### src/hw/rtl/rpm_pkg.sv
// Shared types and constants for the reference picture marking block.
// Holds slot mark codes, command codes, register indexes and field widths.
// No dependencies.
package rpm_pkg;

    localparam int NUM_SLOTS_DEF = 17;
    localparam int FN_W          = 16;
    localparam int PN_W          = FN_W + 2;
    localparam int LI_W          = 5;
    localparam int CFG_W         = 5;
    localparam int CFG_IDX_W     = 2;

    typedef logic [1:0] mark_t;
    localparam mark_t MARK_UNUSED = 2'd0;
    localparam mark_t MARK_SHORT  = 2'd1;
    localparam mark_t MARK_LONG   = 2'd2;

    localparam logic [2:0] MODE_ALLOC = 3'd0;
    localparam logic [2:0] MODE_IDR   = 3'd1;
    localparam logic [2:0] MODE_SLIDE = 3'd2;
    localparam logic [2:0] MODE_ADAPT = 3'd3;
    localparam logic [2:0] MODE_MMCO  = 3'd4;

    localparam logic [2:0] OP_UNMARK_SHORT = 3'd1;
    localparam logic [2:0] OP_UNMARK_LONG  = 3'd2;
    localparam logic [2:0] OP_SHORT_TO_LT  = 3'd3;
    localparam logic [2:0] OP_MAX_LONG     = 3'd4;
    localparam logic [2:0] OP_CLEAR_ALL    = 3'd5;
    localparam logic [2:0] OP_CURR_LONG    = 3'd6;

    localparam logic [1:0] STATUS_OK      = 2'd0;
    localparam logic [1:0] STATUS_NO_SLOT = 2'd1;
    localparam logic [1:0] STATUS_NO_EVICT = 2'd2;

    localparam logic [CFG_IDX_W-1:0] REG_MAX_REF   = 2'd0;
    localparam logic [CFG_IDX_W-1:0] REG_FN_BITS   = 2'd1;
    localparam logic [CFG_IDX_W-1:0] REG_SLOTS_USE = 2'd2;

    localparam logic [LI_W-1:0] LI_NONE = 5'h1f;

endpackage

### src/hw/rtl/rpm_picnum.sv
// Shared picture number unit: wraps one slot's frame number and compares it.
// Depends on rpm_pkg.
module rpm_picnum
(
    input  logic [rpm_pkg::FN_W-1:0]        slot_fn,
    input  logic [rpm_pkg::FN_W-1:0]        cur_fn,
    input  logic [rpm_pkg::CFG_W-1:0]       fn_bits,
    input  logic signed [rpm_pkg::PN_W-1:0] pic_x,
    input  logic signed [rpm_pkg::PN_W-1:0] best,
    output logic signed [rpm_pkg::PN_W-1:0] value,
    output logic                            eq,
    output logic                            lt
);

    logic [rpm_pkg::CFG_W-1:0]  bits_c;
    logic [rpm_pkg::FN_W:0]     max_fn;
    logic [rpm_pkg::FN_W-1:0]   mask;
    logic [rpm_pkg::FN_W-1:0]   fn_m;
    logic [rpm_pkg::FN_W-1:0]   cur_m;

    always_comb
    begin
        if (fn_bits < 5'd4)
        begin
            bits_c = 5'd4;
        end
        else if (fn_bits > 5'd16)
        begin
            bits_c = 5'd16;
        end
        else
        begin
            bits_c = fn_bits;
        end
        max_fn = (rpm_pkg::FN_W+1)'(1) << bits_c;
        mask   = rpm_pkg::FN_W'(max_fn - (rpm_pkg::FN_W+1)'(1));
        fn_m   = slot_fn & mask;
        cur_m  = cur_fn & mask;
        if (fn_m > cur_m)
        begin
            value = $signed({2'b00, fn_m}) - $signed({1'b0, max_fn});
        end
        else
        begin
            value = $signed({2'b00, fn_m});
        end
        eq = (value == pic_x);
        lt = (value < best);
    end

endmodule

### src/hw/rtl/h264_reference_picture_marking.sv
// Top level of the reference picture marking block: slot table and sequencer.
// Depends on rpm_pkg and rpm_picnum.
//
//  channel | signals                       | direction
//  in      | in_valid, in_stall, fields    | command beat into the block
//  out     | out_valid, out_stall, fields  | one result beat per command
//  cfg     | cfg_we, cfg_index, cfg_data   | register writes, no read-back
//
// Each command walks the slot table one slot a cycle through the shared picture
// number unit, then takes a finishing step and a counting walk over all slots.
// Operation 3 adds a walk, and each sliding window eviction adds a finishing
// step and a walk. in_stall is high while a command runs.
// Reset empties the table at once. A stalled result holds the block at its end.
module h264_reference_picture_marking
#(
    parameter int NUM_SLOTS = rpm_pkg::NUM_SLOTS_DEF
)
(
    input  logic                              clk,
    input  logic                              rst_n,
    input  logic                              cfg_we,
    input  logic [rpm_pkg::CFG_IDX_W-1:0]     cfg_index,
    input  logic [rpm_pkg::CFG_W-1:0]         cfg_data,
    input  logic                              in_valid,
    output logic                              in_stall,
    input  logic [2:0]                        mode,
    input  logic [15:0]                       frame_id,
    input  logic                              long_term_flag,
    input  logic                              base_ref_flag,
    input  logic [2:0]                        mmco_op,
    input  logic [15:0]                       pic_num_delta,
    input  logic [3:0]                        long_pic_num,
    input  logic [3:0]                        long_frame_index,
    input  logic [4:0]                        max_long_plus1,
    output logic                              out_valid,
    input  logic                              out_stall,
    output logic [1:0]                        status,
    output logic [4:0]                        current_slot,
    output logic [4:0]                        short_count,
    output logic [4:0]                        long_count,
    output logic signed [4:0]                 max_long_index
);

    localparam int SW = (NUM_SLOTS > 1) ? $clog2(NUM_SLOTS) : 1;
    localparam int CW = $clog2(NUM_SLOTS + 1);
    localparam int XW = (CW > SW ? CW : SW) > 5 ? (CW > SW ? CW : SW) : 5;
    localparam int FW = rpm_pkg::FN_W;
    localparam int PW = rpm_pkg::PN_W;
    localparam int LW = rpm_pkg::LI_W;

    localparam logic [1:0] ST_IDLE  = 2'd0;
    localparam logic [1:0] ST_SCAN  = 2'd1;
    localparam logic [1:0] ST_FIN   = 2'd2;
    localparam logic [1:0] ST_COUNT = 2'd3;

    // slot table
    rpm_pkg::mark_t  mark_reg [NUM_SLOTS];
    logic            base_reg [NUM_SLOTS];
    logic [FW-1:0]   fn_reg   [NUM_SLOTS];
    logic [LW-1:0]   li_reg   [NUM_SLOTS];

    logic [1:0]      state_reg, state_next;
    logic [SW-1:0]   active_reg, active_next;
    logic [FW-1:0]   cur_reg, cur_next;
    logic [LW-1:0]   limit_reg, limit_next;
    logic [4:0]      cfg_maxref_reg, cfg_fnbits_reg, cfg_slots_reg;

    logic [2:0]      mode_reg, op_reg;
    logic            ltf_reg, bflag_reg;
    logic [3:0]      lpn_reg, lfi_reg;
    logic [LW-1:0]   lim4_reg;
    logic [FW-1:0]   fnum_reg;
    logic signed [PW-1:0] picx_reg;

    logic [SW-1:0]   cnt_reg, cnt_next;
    logic            phase_reg, phase_next;
    logic [CW-1:0]   used_reg, used_next;
    logic [SW-1:0]   pick_reg, pick_next;
    logic            pickv_reg, pickv_next;
    logic signed [PW-1:0] best_reg, best_next;
    logic [1:0]      stat_reg, stat_next;
    logic [CW-1:0]   ns_reg, ns_next, nl_reg, nl_next;

    logic            out_valid_reg, out_valid_next;
    logic [1:0]      o_status_reg, o_status_next;
    logic [4:0]      o_slot_reg, o_slot_next, o_ns_reg, o_ns_next, o_nl_reg, o_nl_next;
    logic [4:0]      o_lim_reg, o_lim_next;

    // single write port into the table
    logic            wr_mark, wr_fn, wr_rest;
    logic [SW-1:0]   wr_idx;
    rpm_pkg::mark_t  wr_mark_d;
    logic [LW-1:0]   wr_li_d;

    logic            accept, last, other, hit;
    rpm_pkg::mark_t  m;
    logic signed [PW-1:0] pn_val;
    logic            pn_eq, pn_lt;
    logic [4:0]      maxr;
    logic [LW-1:0]   lim4_in;

    rpm_picnum u_picnum
    (
        .slot_fn (fn_reg[cnt_reg]),
        .cur_fn  (cur_reg),
        .fn_bits (cfg_fnbits_reg),
        .pic_x   (picx_reg),
        .best    (best_reg),
        .value   (pn_val),
        .eq      (pn_eq),
        .lt      (pn_lt)
    );

    assign accept   = in_valid && (state_reg == ST_IDLE);
    assign in_stall = (state_reg != ST_IDLE);
    assign m        = mark_reg[cnt_reg];
    assign last     = (cnt_reg == SW'(NUM_SLOTS - 1));
    assign other    = (cnt_reg != active_reg);
    assign maxr     = (cfg_maxref_reg == 5'd0) ? 5'd1 : cfg_maxref_reg;
    assign lim4_in  = (max_long_plus1 > 5'd16) ? 5'd15 : (max_long_plus1 - 5'd1);

    always_comb
    begin
        state_next  = state_reg;
        active_next = active_reg;
        cur_next    = cur_reg;
        limit_next  = limit_reg;
        cnt_next    = cnt_reg;
        phase_next  = phase_reg;
        used_next   = used_reg;
        pick_next   = pick_reg;
        pickv_next  = pickv_reg;
        best_next   = best_reg;
        stat_next   = stat_reg;
        ns_next     = ns_reg;
        nl_next     = nl_reg;
        wr_mark     = 1'b0;
        wr_fn       = 1'b0;
        wr_rest     = 1'b0;
        wr_idx      = cnt_reg;
        wr_mark_d   = rpm_pkg::MARK_UNUSED;
        wr_li_d     = rpm_pkg::LI_NONE;
        hit         = 1'b0;
        out_valid_next = out_valid_reg && out_stall;
        o_status_next  = o_status_reg;
        o_slot_next    = o_slot_reg;
        o_ns_next      = o_ns_reg;
        o_nl_next      = o_nl_reg;
        o_lim_next     = o_lim_reg;

        case (state_reg)
            ST_IDLE:
            begin
                if (accept)
                begin
                    state_next = ST_SCAN;
                    cnt_next   = '0;
                    phase_next = 1'b0;
                    used_next  = '0;
                    pickv_next = 1'b0;
                    stat_next  = (mode == rpm_pkg::MODE_ALLOC) ? rpm_pkg::STATUS_NO_SLOT
                                                               : rpm_pkg::STATUS_OK;
                end
            end
            ST_SCAN:
            begin
                case (mode_reg)
                    rpm_pkg::MODE_ALLOC:
                    begin
                        if ((XW'(cnt_reg) < XW'(cfg_slots_reg)) && m == rpm_pkg::MARK_UNUSED)
                        begin
                            wr_fn       = 1'b1;
                            active_next = cnt_reg;
                            cur_next    = fnum_reg;
                            stat_next   = rpm_pkg::STATUS_OK;
                            hit         = 1'b1;
                        end
                    end
                    rpm_pkg::MODE_IDR:
                    begin
                        wr_mark = other;
                    end
                    rpm_pkg::MODE_SLIDE:
                    begin
                        if (other && m != rpm_pkg::MARK_UNUSED)
                        begin
                            used_next = used_reg + CW'(1);
                            if (m == rpm_pkg::MARK_SHORT && (!pickv_reg || pn_lt))
                            begin
                                pick_next  = cnt_reg;
                                best_next  = pn_val;
                                pickv_next = 1'b1;
                            end
                        end
                    end
                    rpm_pkg::MODE_MMCO:
                    begin
                        case (op_reg)
                            rpm_pkg::OP_UNMARK_SHORT:
                            begin
                                hit = other && m == rpm_pkg::MARK_SHORT && pn_eq;
                                wr_mark = hit;
                            end
                            rpm_pkg::OP_UNMARK_LONG:
                            begin
                                hit = other && m == rpm_pkg::MARK_LONG
                                      && li_reg[cnt_reg] == {1'b0, lpn_reg};
                                wr_mark = hit;
                            end
                            rpm_pkg::OP_SHORT_TO_LT:
                            begin
                                if (!phase_reg)
                                begin
                                    hit = other && m == rpm_pkg::MARK_LONG
                                          && li_reg[cnt_reg] == {1'b0, lfi_reg};
                                    wr_mark = hit;
                                end
                                else
                                begin
                                    hit = other && m == rpm_pkg::MARK_SHORT && pn_eq;
                                    wr_mark   = hit;
                                    wr_rest   = hit;
                                    wr_mark_d = rpm_pkg::MARK_LONG;
                                    wr_li_d   = {1'b0, lfi_reg};
                                end
                            end
                            rpm_pkg::OP_MAX_LONG:
                            begin
                                wr_mark = other && m == rpm_pkg::MARK_LONG
                                          && ($signed(li_reg[cnt_reg]) > $signed(lim4_reg));
                            end
                            rpm_pkg::OP_CLEAR_ALL:
                            begin
                                wr_mark = other;
                            end
                            rpm_pkg::OP_CURR_LONG:
                            begin
                                hit = other && m == rpm_pkg::MARK_LONG
                                      && li_reg[cnt_reg] == {1'b0, lfi_reg};
                                wr_mark = hit;
                            end
                            default:
                            begin
                                hit = 1'b0;
                            end
                        endcase
                    end
                    default:
                    begin
                        hit = 1'b0;
                    end
                endcase
                if (hit || last)
                begin
                    cnt_next = '0;
                    if (mode_reg == rpm_pkg::MODE_MMCO && op_reg == rpm_pkg::OP_SHORT_TO_LT
                        && !phase_reg)
                    begin
                        phase_next = 1'b1;
                    end
                    else
                    begin
                        state_next = ST_FIN;
                    end
                end
                else
                begin
                    cnt_next = cnt_reg + SW'(1);
                end
            end
            ST_FIN:
            begin
                state_next = ST_COUNT;
                cnt_next   = '0;
                ns_next    = '0;
                nl_next    = '0;
                wr_idx     = active_reg;
                case (mode_reg)
                    rpm_pkg::MODE_IDR:
                    begin
                        wr_mark = 1'b1;
                        wr_rest = 1'b1;
                        if (ltf_reg)
                        begin
                            wr_mark_d  = rpm_pkg::MARK_LONG;
                            wr_li_d    = '0;
                            limit_next = '0;
                        end
                        else
                        begin
                            wr_mark_d  = rpm_pkg::MARK_SHORT;
                            limit_next = rpm_pkg::LI_NONE;
                        end
                    end
                    rpm_pkg::MODE_SLIDE:
                    begin
                        if (XW'(used_reg) >= XW'(maxr) && pickv_reg)
                        begin
                            // Evict the oldest short-term frame and walk again.
                            wr_idx     = pick_reg;
                            wr_mark    = 1'b1;
                            state_next = ST_SCAN;
                            used_next  = '0;
                            pickv_next = 1'b0;
                        end
                        else
                        begin
                            if (XW'(used_reg) >= XW'(maxr))
                            begin
                                stat_next = rpm_pkg::STATUS_NO_EVICT;
                            end
                            wr_mark   = 1'b1;
                            wr_rest   = 1'b1;
                            wr_mark_d = rpm_pkg::MARK_SHORT;
                        end
                    end
                    rpm_pkg::MODE_ADAPT:
                    begin
                        wr_mark   = 1'b1;
                        wr_rest   = 1'b1;
                        wr_mark_d = rpm_pkg::MARK_SHORT;
                    end
                    rpm_pkg::MODE_MMCO:
                    begin
                        case (op_reg)
                            rpm_pkg::OP_MAX_LONG:
                            begin
                                limit_next = lim4_reg;
                            end
                            rpm_pkg::OP_CLEAR_ALL:
                            begin
                                limit_next = rpm_pkg::LI_NONE;
                            end
                            rpm_pkg::OP_CURR_LONG:
                            begin
                                wr_mark   = 1'b1;
                                wr_rest   = 1'b1;
                                wr_mark_d = rpm_pkg::MARK_LONG;
                                wr_li_d   = {1'b0, lfi_reg};
                            end
                            default:
                            begin
                                wr_mark = 1'b0;
                            end
                        endcase
                    end
                    default:
                    begin
                        wr_mark = 1'b0;
                    end
                endcase
            end
            ST_COUNT:
            begin
                if (m == rpm_pkg::MARK_SHORT)
                begin
                    ns_next = ns_reg + CW'(1);
                end
                else if (m == rpm_pkg::MARK_LONG)
                begin
                    nl_next = nl_reg + CW'(1);
                end
                if (!last)
                begin
                    cnt_next = cnt_reg + SW'(1);
                end
                else if (!(out_valid_reg && out_stall))
                begin
                    // The result beat leaves only once the previous one is taken.
                    state_next     = ST_IDLE;
                    out_valid_next = 1'b1;
                    o_status_next  = stat_reg;
                    o_slot_next    = 5'(active_reg);
                    o_ns_next      = 5'(ns_next);
                    o_nl_next      = 5'(nl_next);
                    o_lim_next     = limit_reg;
                end
                else
                begin
                    ns_next = ns_reg;
                    nl_next = nl_reg;
                end
            end
            default:
            begin
                state_next = ST_IDLE;
            end
        endcase
    end

    always_ff @(posedge clk or negedge rst_n)
    begin
        if (!rst_n)
        begin
            for (int i = 0; i < NUM_SLOTS; i++)
            begin
                mark_reg[i] <= rpm_pkg::MARK_UNUSED;
                base_reg[i] <= 1'b0;
                fn_reg[i]   <= '0;
                li_reg[i]   <= rpm_pkg::LI_NONE;
            end
        end
        else
        begin
            if (wr_mark)
            begin
                mark_reg[wr_idx] <= wr_mark_d;
            end
            if (wr_rest)
            begin
                li_reg[wr_idx]   <= wr_li_d;
                base_reg[wr_idx] <= bflag_reg;
            end
            if (wr_fn)
            begin
                fn_reg[wr_idx] <= fnum_reg;
            end
        end
    end

    always_ff @(posedge clk or negedge rst_n)
    begin
        if (!rst_n)
        begin
            state_reg      <= ST_IDLE;
            active_reg     <= '0;
            cur_reg        <= '0;
            limit_reg      <= rpm_pkg::LI_NONE;
            cfg_maxref_reg <= 5'd16;
            cfg_fnbits_reg <= 5'd16;
            cfg_slots_reg  <= 5'd17;
            out_valid_reg  <= 1'b0;
            cnt_reg        <= '0;
            phase_reg      <= 1'b0;
            used_reg       <= '0;
            pickv_reg      <= 1'b0;
        end
        else
        begin
            state_reg     <= state_next;
            active_reg    <= active_next;
            cur_reg       <= cur_next;
            limit_reg     <= limit_next;
            out_valid_reg <= out_valid_next;
            cnt_reg       <= cnt_next;
            phase_reg     <= phase_next;
            used_reg      <= used_next;
            pickv_reg     <= pickv_next;
            if (cfg_we)
            begin
                case (cfg_index)
                    rpm_pkg::REG_MAX_REF:   cfg_maxref_reg <= cfg_data;
                    rpm_pkg::REG_FN_BITS:   cfg_fnbits_reg <= cfg_data;
                    rpm_pkg::REG_SLOTS_USE: cfg_slots_reg  <= cfg_data;
                    default:                cfg_slots_reg  <= cfg_slots_reg;
                endcase
            end
        end
    end

    always_ff @(posedge clk)
    begin
        if (accept)
        begin
            mode_reg  <= mode;
            op_reg    <= mmco_op;
            ltf_reg   <= long_term_flag;
            bflag_reg <= base_ref_flag;
            lpn_reg   <= long_pic_num;
            lfi_reg   <= long_frame_index;
            lim4_reg  <= lim4_in;
            fnum_reg  <= frame_id;
            picx_reg  <= $signed({2'b00, cur_reg}) - $signed({2'b00, pic_num_delta})
                         - PW'(1);
        end
        pick_reg     <= pick_next;
        best_reg     <= best_next;
        stat_reg     <= stat_next;
        ns_reg       <= ns_next;
        nl_reg       <= nl_next;
        o_status_reg <= o_status_next;
        o_slot_reg   <= o_slot_next;
        o_ns_reg     <= o_ns_next;
        o_nl_reg     <= o_nl_next;
        o_lim_reg    <= o_lim_next;
    end

    assign out_valid      = out_valid_reg;
    assign status         = o_status_reg;
    assign current_slot   = o_slot_reg;
    assign short_count    = o_ns_reg;
    assign long_count     = o_nl_reg;
    assign max_long_index = $signed(o_lim_reg);

endmodule
### config.mk
export PLATFORM = sky130hd
export DESIGN_NAME = h264_reference_picture_marking
export DESIGN_NICKNAME = d
export VERILOG_FILES = /design/src/hw/rtl/rpm_pkg.sv /design/src/hw/rtl/rpm_picnum.sv /design/src/hw/rtl/h264_reference_picture_marking.sv
export SDC_FILE = /design/constraint.sdc
export NUM_CORES = 1
export LEC_CHECK = 0
export BUFFER_PORTS_ARGS = -buffer_cell sky130_fd_sc_hd__buf_2
export CORE_ASPECT_RATIO = 1.75
export CORE_UTILIZATION = 50
export CTS_BUF_LIST = sky130_fd_sc_hd__clkbuf_4 sky130_fd_sc_hd__clkbuf_8
export CTS_CLUSTER_SIZE = 28
export DETAILED_ROUTE_END_ITERATION = 10
export PLACE_DENSITY = 0.66
export SLEW_MARGIN = 10
export SYNTH_ARGS = -nofsm -noshare
export SYNTH_HDL_FRONTEND = slang
export SYNTH_SLANG_ARGS = --single-unit
### constraint.sdc
create_clock -name clk -period 8.75 [get_ports clk]
set_input_delay 0 -clock clk [delete_from_list [all_inputs] [get_ports clk]]
set_output_delay 0 -clock clk [all_outputs]
set_load 0.01 [all_outputs]
==> results by group, run 1 <==
Cells and area
  – Finished Core Util: 57.29%
  – Area grow syn2layout: 12.64%
  – Most frequent cells in the layout: 415 x mux2_2, 351 x dfrtp_1, 151 x nand2_1
  – Max reg flops: between 200 and 300
  – Fraction of layout cells with a size suffix above 1: 34.35%
  – Filler instances: between 4k and 5k
  – Most common cell after layout, fill and taps aside: mux2_2
  – Nets: between 2k and 3k

Power and ir drop
  – Static Leakage: 15.13 nW
  – Pwr/cell area: 330.7 nW/um^2
  – Max VDD drop: 157.3 uV

Worst setup path
  – Worst r2r path cells: 22
  – Slowest Stage Delay on Critical Path: 0.94 ns
  – Critical path buffers and inverters: 2
  – CP endpoint kind: flip-flop
  – R2r startpoint: cnt_reg[0]
  – Setup crit start: cnt_reg[0]
  – Element type at the critical path start: flip-flop
  – WP data required: 9.30 ns
  – Worst reg2reg setup slack: between 1 and 1.5 ns
  – Critical Path Fanout Max: 42
  – Slowest-stage cell, CP: dfrtp_4
  – Cell family with most CP delay: compound AO/OA/AOI/OAI gates
  – Sequence of cells on the critical path: buf_12, mux2i_1, a22oi_1, nand3_1, o21ai_0, nand2_1, inv_1, ha_1, nand2_1, nor3_1, a2111o_1, o31ai_4, nand4_1, a2111oi_0, a31oi_1, a311oi_1, o2111ai_1, a2111oi_0, and4b_1, a21oi_4, nor4_2, mux2_2
  – Reg-to-reg endpoint: mark_reg[6]
  – CP Data Arrival Time: 8.22 ns
  – Critical setup path kind: flip-flop to flip-flop

Route
  – Post-DR vias/cell: 5.915
  – # DRC: 1
  – Final ANT Viol Nets: 0
  – Routed vias: between 20k and 25k
  – First-pass DRT Iterations: 10
  – Routed WL: around 79000 um
  – Detailed Route Iter0 Violations: approximately 1.3k
  – Routed WL per cell: 23.03 um

CTS
  – Max Root-Sink Buffers: 3
  – Later-pin clock latency in the skew report: 0.68 ns
  – Clock sinks: 558
  – Htree depth: 3
  – Reg clk slew, reported paths: 0.06 ns
  – TritonCTS buffer count: 86
  – Post-cts resize count: 0
  – Clock root buffer: clkbuf_8
  – CTS tree: built

Yosys
  – Synthesized flop and latch total: approximately 560
  – Yosys top cell by area: dfrtp_1
  – Netlist Area Pre-Place: 29710 um^2
  – Syn Area/Cell: 12.36 um^2
  – Distinct cells, synth: 101
  – Share of the synthesized area in the top cell type: 29.73%
  – Async SR Flop Fraction: 80.11%
  – Synth warnings: 0
  – Ranking of synthesized cells by area: dfrtp_1 30%, mux2_2 16%, edfxtp_1 11%, dfstp_2 8.3%, mux2i_1 4.1%
  – Register area share after synthesis: 49.27%
  – Top FF cell, synth: dfrtp_1
  – EDFF count, synth: 111
  – Post-Syn Instances: 2403

Global route
  – First-pass GRT wire length: 122600 um
  – Vias in the first global route: 21.45k
  – GRT Total Usage: a little over a quarter
  – Largest net degree at the start of global routing: about 200
  – Initial antenna violation count: 1
  – Gr ovfl total: 0

Hold path
  – Worst hold path class: primary input to asynchronous set/reset pin

Job
  – Maxcap violations: 0

Timing
  – Fmax: 130.4 MHz
  – Fin crit share: 87.63%
  – Count of final max-slew check failures: 0
  – Final setup viols: 0
  – Worst Tran Pin Value: 1.225 ns
  – Slew headroom: 18.16%
  – Post-Route Skew: ~0.039 ns
  – Hold Fails Final Rpt: 0
  – RSZ-0062 raised after global routing: no
  – Post-route minimum period: 7.668 ns
  – Setup TNS: 0 ns

Floorplanning
  – Chip width: approximately 190 um
  – Die height: 324.5 um
  – # IOs: 89
  – FP Rows: 117
  – Die area: 60440 um^2
  – Starting Density: 50.86%
  – Core area: 58410 um^2

Run status
  – Failing checks: design-rule violations
  – Status: finished with violations

Placement
  – Final GP Congestion: 0.9211
  – Dpl hpwl: 55020 um
  – Buffers on Ports: 87
==> Yosys cell counts, drive strengths merged (11+ instances only) <==
cell type / count
a21boi: 12
nor4: 15
mux2i: 123
nand4: 24
xnor2: 48
inv: 94
a22oi: 43
nand2: 151
nor3b: 11
nand2b: 23
and2: 24
a211oi: 12
nor2: 86
a31oi: 11
or3: 14
edfxtp: 111
xor2: 29
o21ai: 70
mux4: 40
dfrtp: 353
dfstp: 94
clkbuf: 79
a21oi: 82
buf: 41
nand3: 57
mux2: 432
ha: 78
nor3: 42
nor2b: 22
a21o: 29
==> per-stage QoR <==
stage / area, um^2 / hold slack (ns) / power [W] / instances / setup WS [ns]
4_1_cts: 33460 / 0.000002109 / 0.01110 / 3434 / 1.198
3_5_place_dp: 30860 / 0.1781 / 0.008778 / 3198 / 1.197
6_report: 33460 / 0.02726 / 0.01107 / 3435 / 1.082
2_1_floorplan: 29720 / -0.2956 / 0.007365 / 2407 / 1.495
5_1_grt: 33460 / 0.02143 / 0.01172 / 3435 / 0.6984
3_3_place_gp: 30860 / 0.1760 / 0.008645 / 3198 / 1.285
==> cell families (layout without fill, tap and decap cells) <==
family	after synthesis	after routing	synth area share, %
fa+ha+maj	80	80	3.420
mux	595	595	23.70
xor+xnor	77	77	2.270
compound gates	353	353	8.204
buf+inv	221	475	3.862
flops	558	558	49.27
other cells	1	6	0.01262
simple gates	518	518	9.265
==> worst max-delay path by stage <==
| stage | end | slack (ns) | depth (start not counted) |
|---|---|---|---|
| global placement | best_reg[10] | 1.29 | 27 |
| finish | mark_reg[6] | 1.08 | 22 |
| floorplan | best_reg[0] | 1.50 | 33 |
| CTS | mark_reg[2] | 1.20 | 20 |
| global route | mark_reg[15] | 0.70 | 22 |
| detailed placement | mark_reg[2] | 1.20 | 20 |
==> repair_timing <==
item                                   CTS  global route
buffers inserted                         0             0
setup endpoints to repair                0             0
endpoints found under the hold margin  222             0
hold buffers                            81             0
==> where the power goes <==
group	total [W]	switching, W	internal (W)
registers	0.00392	0.000487	0.00343
logic	0.00489	0.00291	0.00199
clock network	0.00226	0.00104	0.00122
==> layer usage <==
metal	wire, um	track usage [%]	part of all wire, %	vias up
met4	3586	13.06	4.5	0
met5	0	0	0	-
li1	-	-	-	9202
met1	31290	32.23	40	10390
met3	3333	3.419	4.2	183
met2	40890	46.97	52	548
==> area by class of cell <==
cell class	count	area [um^2]	share of cell area, %
tap	773	967.2	2.890
antenna	1	2.502	0.007478
clock buffer	129	1613	4.819
sequential	558	14640	43.75
clock inverter	26	177.7	0.5309
multi-input combinational	1628	13990	41.80
timing repair buffer	224	1714	5.122
inverter	96	360.3	1.077
Note: power is estimated with default switching activity, not from simulation.
==> run 2: changes to the inputs <==
--- a/config.mk
+++ b/config.mk
@@ -5,13 +5,12 @@
 export SDC_FILE = /design/constraint.sdc
 export NUM_CORES = 1
 export LEC_CHECK = 0
-export BUFFER_PORTS_ARGS = -buffer_cell sky130_fd_sc_hd__buf_2
 export CORE_ASPECT_RATIO = 1.75
 export CORE_UTILIZATION = 50
-export CTS_BUF_LIST = sky130_fd_sc_hd__clkbuf_4 sky130_fd_sc_hd__clkbuf_8
 export CTS_CLUSTER_SIZE = 28
 export DETAILED_ROUTE_END_ITERATION = 10
-export PLACE_DENSITY = 0.66
+export DONT_BUFFER_PORTS = 1
+export GPL_ROUTABILITY_DRIVEN = 0
 export SLEW_MARGIN = 10
 export SYNTH_ARGS = -nofsm -noshare
 export SYNTH_HDL_FRONTEND = slang
==> run 2 against run 1 <==
The run ends with negative hold slack left. Die area did not move. Cell count fell by 4.2%. Routed wire length fell by 2.0%. Clock skew fell by 0.017 ns. Combinational power fell by 1%. Worst setup slack got worse by 0.028 ns. Clock-buffer cell count fell by 57. Total power rose by 1.3%. Largest power group unchanged. Design area fell by 1.2%. Via count fell by 3.2%. Critical path depth fell by 2. Clock power rose by 8%.
==> results by group, run 2 (synthesis results as in run 1) <==
Route
  – First-pass DRT Iterations: 5 (-5)
  – Detailed Route Iter0 Violations: 1078 (-20%)
  – # DRC: 0 (-1)
  – Routed WL: 77540 um (-2.0%)
  – Routed WL per cell: 23.56 um (+2.3%)
  – Routed vias: 19.66k (-3.2%)
  – Post-DR vias/cell: 5.973 (+0.98%)
  – Final ANT Viol Nets: 0 (unchanged)

Worst setup path
  – R2r startpoint: cnt_reg[3]
  – WP data required: 9.26 ns (-0.04 ns)
  – Critical Path Fanout Max: 17 (-60%)
  – Worst reg2reg setup slack: 1.05 ns (-0.03 ns)
  – Slowest-stage cell, CP: dfrtp_1
  – Worst r2r path cells: 20 (-9.1%)
  – Element type at the critical path start: flip-flop
  – CP endpoint kind: flip-flop
  – Crit path to: mark_reg[5]
  – CP Data Arrival Time: 8.21 ns (about the same)
  – Critical setup path kind: flip-flop to flip-flop
  – Setup crit start: cnt_reg[3]
  – Slowest Stage Delay on Critical Path: 0.71 ns (-0.23 ns)
  – Reg-to-reg endpoint: mark_reg[5]
  – Sequence of cells on the critical path: nor2b_1, a22oi_1, a21oi_1, o21ai_0, and2_1, ha_1, a21o_1, a21o_1, a2111o_1, o31ai_4, nand4_1, a2111oi_0, a31oi_1, a311oi_1, o2111ai_1, a2111oi_0, and4b_1, a21oi_4, nor4_2, mux2_2

CTS
  – Htree depth: 2 (-1)
  – Clock sinks: 558 (unchanged)
  – TritonCTS buffer count: 53 (-38%)
  – Max Root-Sink Buffers: 3 (unchanged)
  – Clock root buffer: clkbuf_16
  – Reg clk slew, reported paths: 0.07 ns (about the same)
  – Later-pin clock latency in the skew report: 0.64 ns (-0.04 ns)
  – Hold buffer count at CTS: 91 (+12%)
  – CTS tree: built

Timing
  – Post-Route Skew: 0.02182 ns (-0.01731 ns)
  – Post-route minimum period: 7.696 ns (+0.02846 ns)
  – Count of final max-slew check failures: 0 (unchanged)
  – Final setup viols: 0 (unchanged)
  – Setup TNS: 0 ns (unchanged)
  – Hold Fails Final Rpt: 447 (+447)
  – Final hold slack: -0.9422 ns (-0.9694 ns)
  – Fmax: 129.9 MHz (-0.37%)
  – RSZ-0062 raised after global routing: no
  – Fin crit share: 87.95% (+0.33 points)
  – Worst Tran Pin Value: 1.380 ns (+0.1553 ns)
  – Slew headroom: 8.006% (-10 points)

Global route
  – Met1 Track Usage GR: 32.47% (+0.24 points)
  – Gr busiest metal: met2
  – GRT Total Usage: 26.37% (-0.52 points)
  – Initial antenna violation count: 2 (+1)
  – Met3 GRT Util: 3.643% (+0.22 points)
  – Gr ovfl total: 0 (unchanged)
  – Largest net degree at the start of global routing: 448 (+120%)
  – Met2 usage: 44.86% (-2.1 points)
  – First-pass GRT wire length: 120700 um (-1.6%)
  – Vias in the first global route: 20.75k (-3.3%)

Floorplanning
  – FP Rows: 117 (unchanged)
  – Starting Density: 50.86% (unchanged)
  – Die area: 60440 um^2 (unchanged)
  – # IOs: 89 (unchanged)
  – Core area: 58410 um^2 (unchanged)
  – Chip width: 186.3 um (unchanged)
  – Die height: 324.5 um (unchanged)

Placement
  – Buffers on Ports: 0 (-100%)
  – Placed instance area: 30320 um^2 (-1.8%)
  – Dpl hpwl: 53360 um (-3.0%)

Power and ir drop
  – Switching power: 0.004402 W (-0.72%)
  – Sequential power share: 35.2% (-0.2 points)
  – Pwr/cell area: 338.9 nW/um^2 (+2.5%)
  – Internal power: 0.006805 W (+2.6%)
  – Switching Share: 39.28% (-0.79 points)
  – Clock power share: 21.7% (+1.3 points)
  – Static Leakage: 14.71 nW (-2.8%)
  – Max VDD drop: 220.1 uV (+40%)
  – Comb power frac: 43.1% (-1.1 points)

Job
  – Maxcap violations: 0 (unchanged)

Cells and area
  – Final Cell Area: 33070 um^2 (-1.2%)
  – Max reg flops: 272 (unchanged)
  – Most common cell after layout, fill and taps aside: mux2_2
  – Nets: 2618 (-4.4%)
  – Area grow syn2layout: 11.32%
  – Most frequent cells in the layout: 415 x mux2_2, 351 x dfrtp_1, 151 x nand2_1
  – Fraction of layout cells with a size suffix above 1: 29.94% (-4.4 points)

Hold path
  – Worst hold path class: primary input to asynchronous set/reset pin

Run status
  – Failing checks: negative hold slack
  – Status: finished with violations
-- run 2: worst max-delay path: cells and delay by family, from the launching register on --
| family | cells | cell delay (ns) |
|---|---|---|
| AND/OR/NAND/NOR | 5 | 1.97 |
| flip-flops | 1 | 0.71 |
| multiplexers | 1 | 0.38 |
| adder cells (fa/ha/maj) | 1 | 0.31 |
| AO/OA/AOI/OAI | 13 | 4.20 |
-- run 2: area by class of cell --
cell class | count | area (um^2)
fill | 4818 | 25340
sequential | 558 | 14640
multi-input combinational | 1628 | 13990
clock buffer | 72 | 1509
timing repair buffer | 136 | 1274
tap | 773 | 967.2
inverter | 96 | 360.3
clock inverter | 28 | 325.3
antenna | 1 | 2.502
-- run 2: repair_timing --
item,in CTS,in global routing
setup buffers,0,0
endpoints found under the hold margin,539,447
resized for setup,0,0
-- run 2: power groups by stage --
| stage | logic [W] | clock network, W | registers, W |
|---|---|---|---|
| detailed placement | 0.00472 | 0 | 0.00399 |
| global placement | 0.00463 | 0 | 0.00395 |
| floorplan | 0.00367 | 0 | 0.00370 |
| finish | 0.00483 | 0.00243 | 0.00394 |
| global route | 0.00524 | 0.00258 | 0.00402 |
| CTS | 0.00478 | 0.00249 | 0.00394 |
-- run 2: layer usage --
| layer | vias up | part of all wire (%) |
|---|---|---|
| met4 | 2 | 5.0 |
| met3 | 172 | 3.8 |
| li1 | 8949 | - |
| met2 | 461 | 50 |
| met1 | 10080 | 41 |
| met5 | - | 0.015 |
-- run 2: worst min-delay path by stage --
stage,startpoint,end,slack [ns]
final,rst_n,fn_reg[154],-0.94
after global routing,rst_n,fn_reg[154],-0.97
after CTS,rst_n,fn_reg[250],-0.96
after detailed placement,rst_n,fn_reg[267],-0.28
after global placement,rst_n,fn_reg[267],-0.27
after floorplan,rst_n,active_reg[0],-0.30
-- run 2: through the flow --
stage / total power, W / instances / worst slack, ns / util (%)
2_1_floorplan: 0.007365 / 2407 / 1.495 / -
3_3_place_gp: 0.008582 / 3100 / 1.185 / 51.91
3_5_place_dp: 0.008712 / 3100 / 1.128 / 51.91
4_1_cts: 0.01121 / 3291 / 1.083 / 56.61
5_1_grt: 0.01185 / 3292 / 0.6129 / 56.62
6_report: 0.01121 / 3292 / 1.054 / 56.62
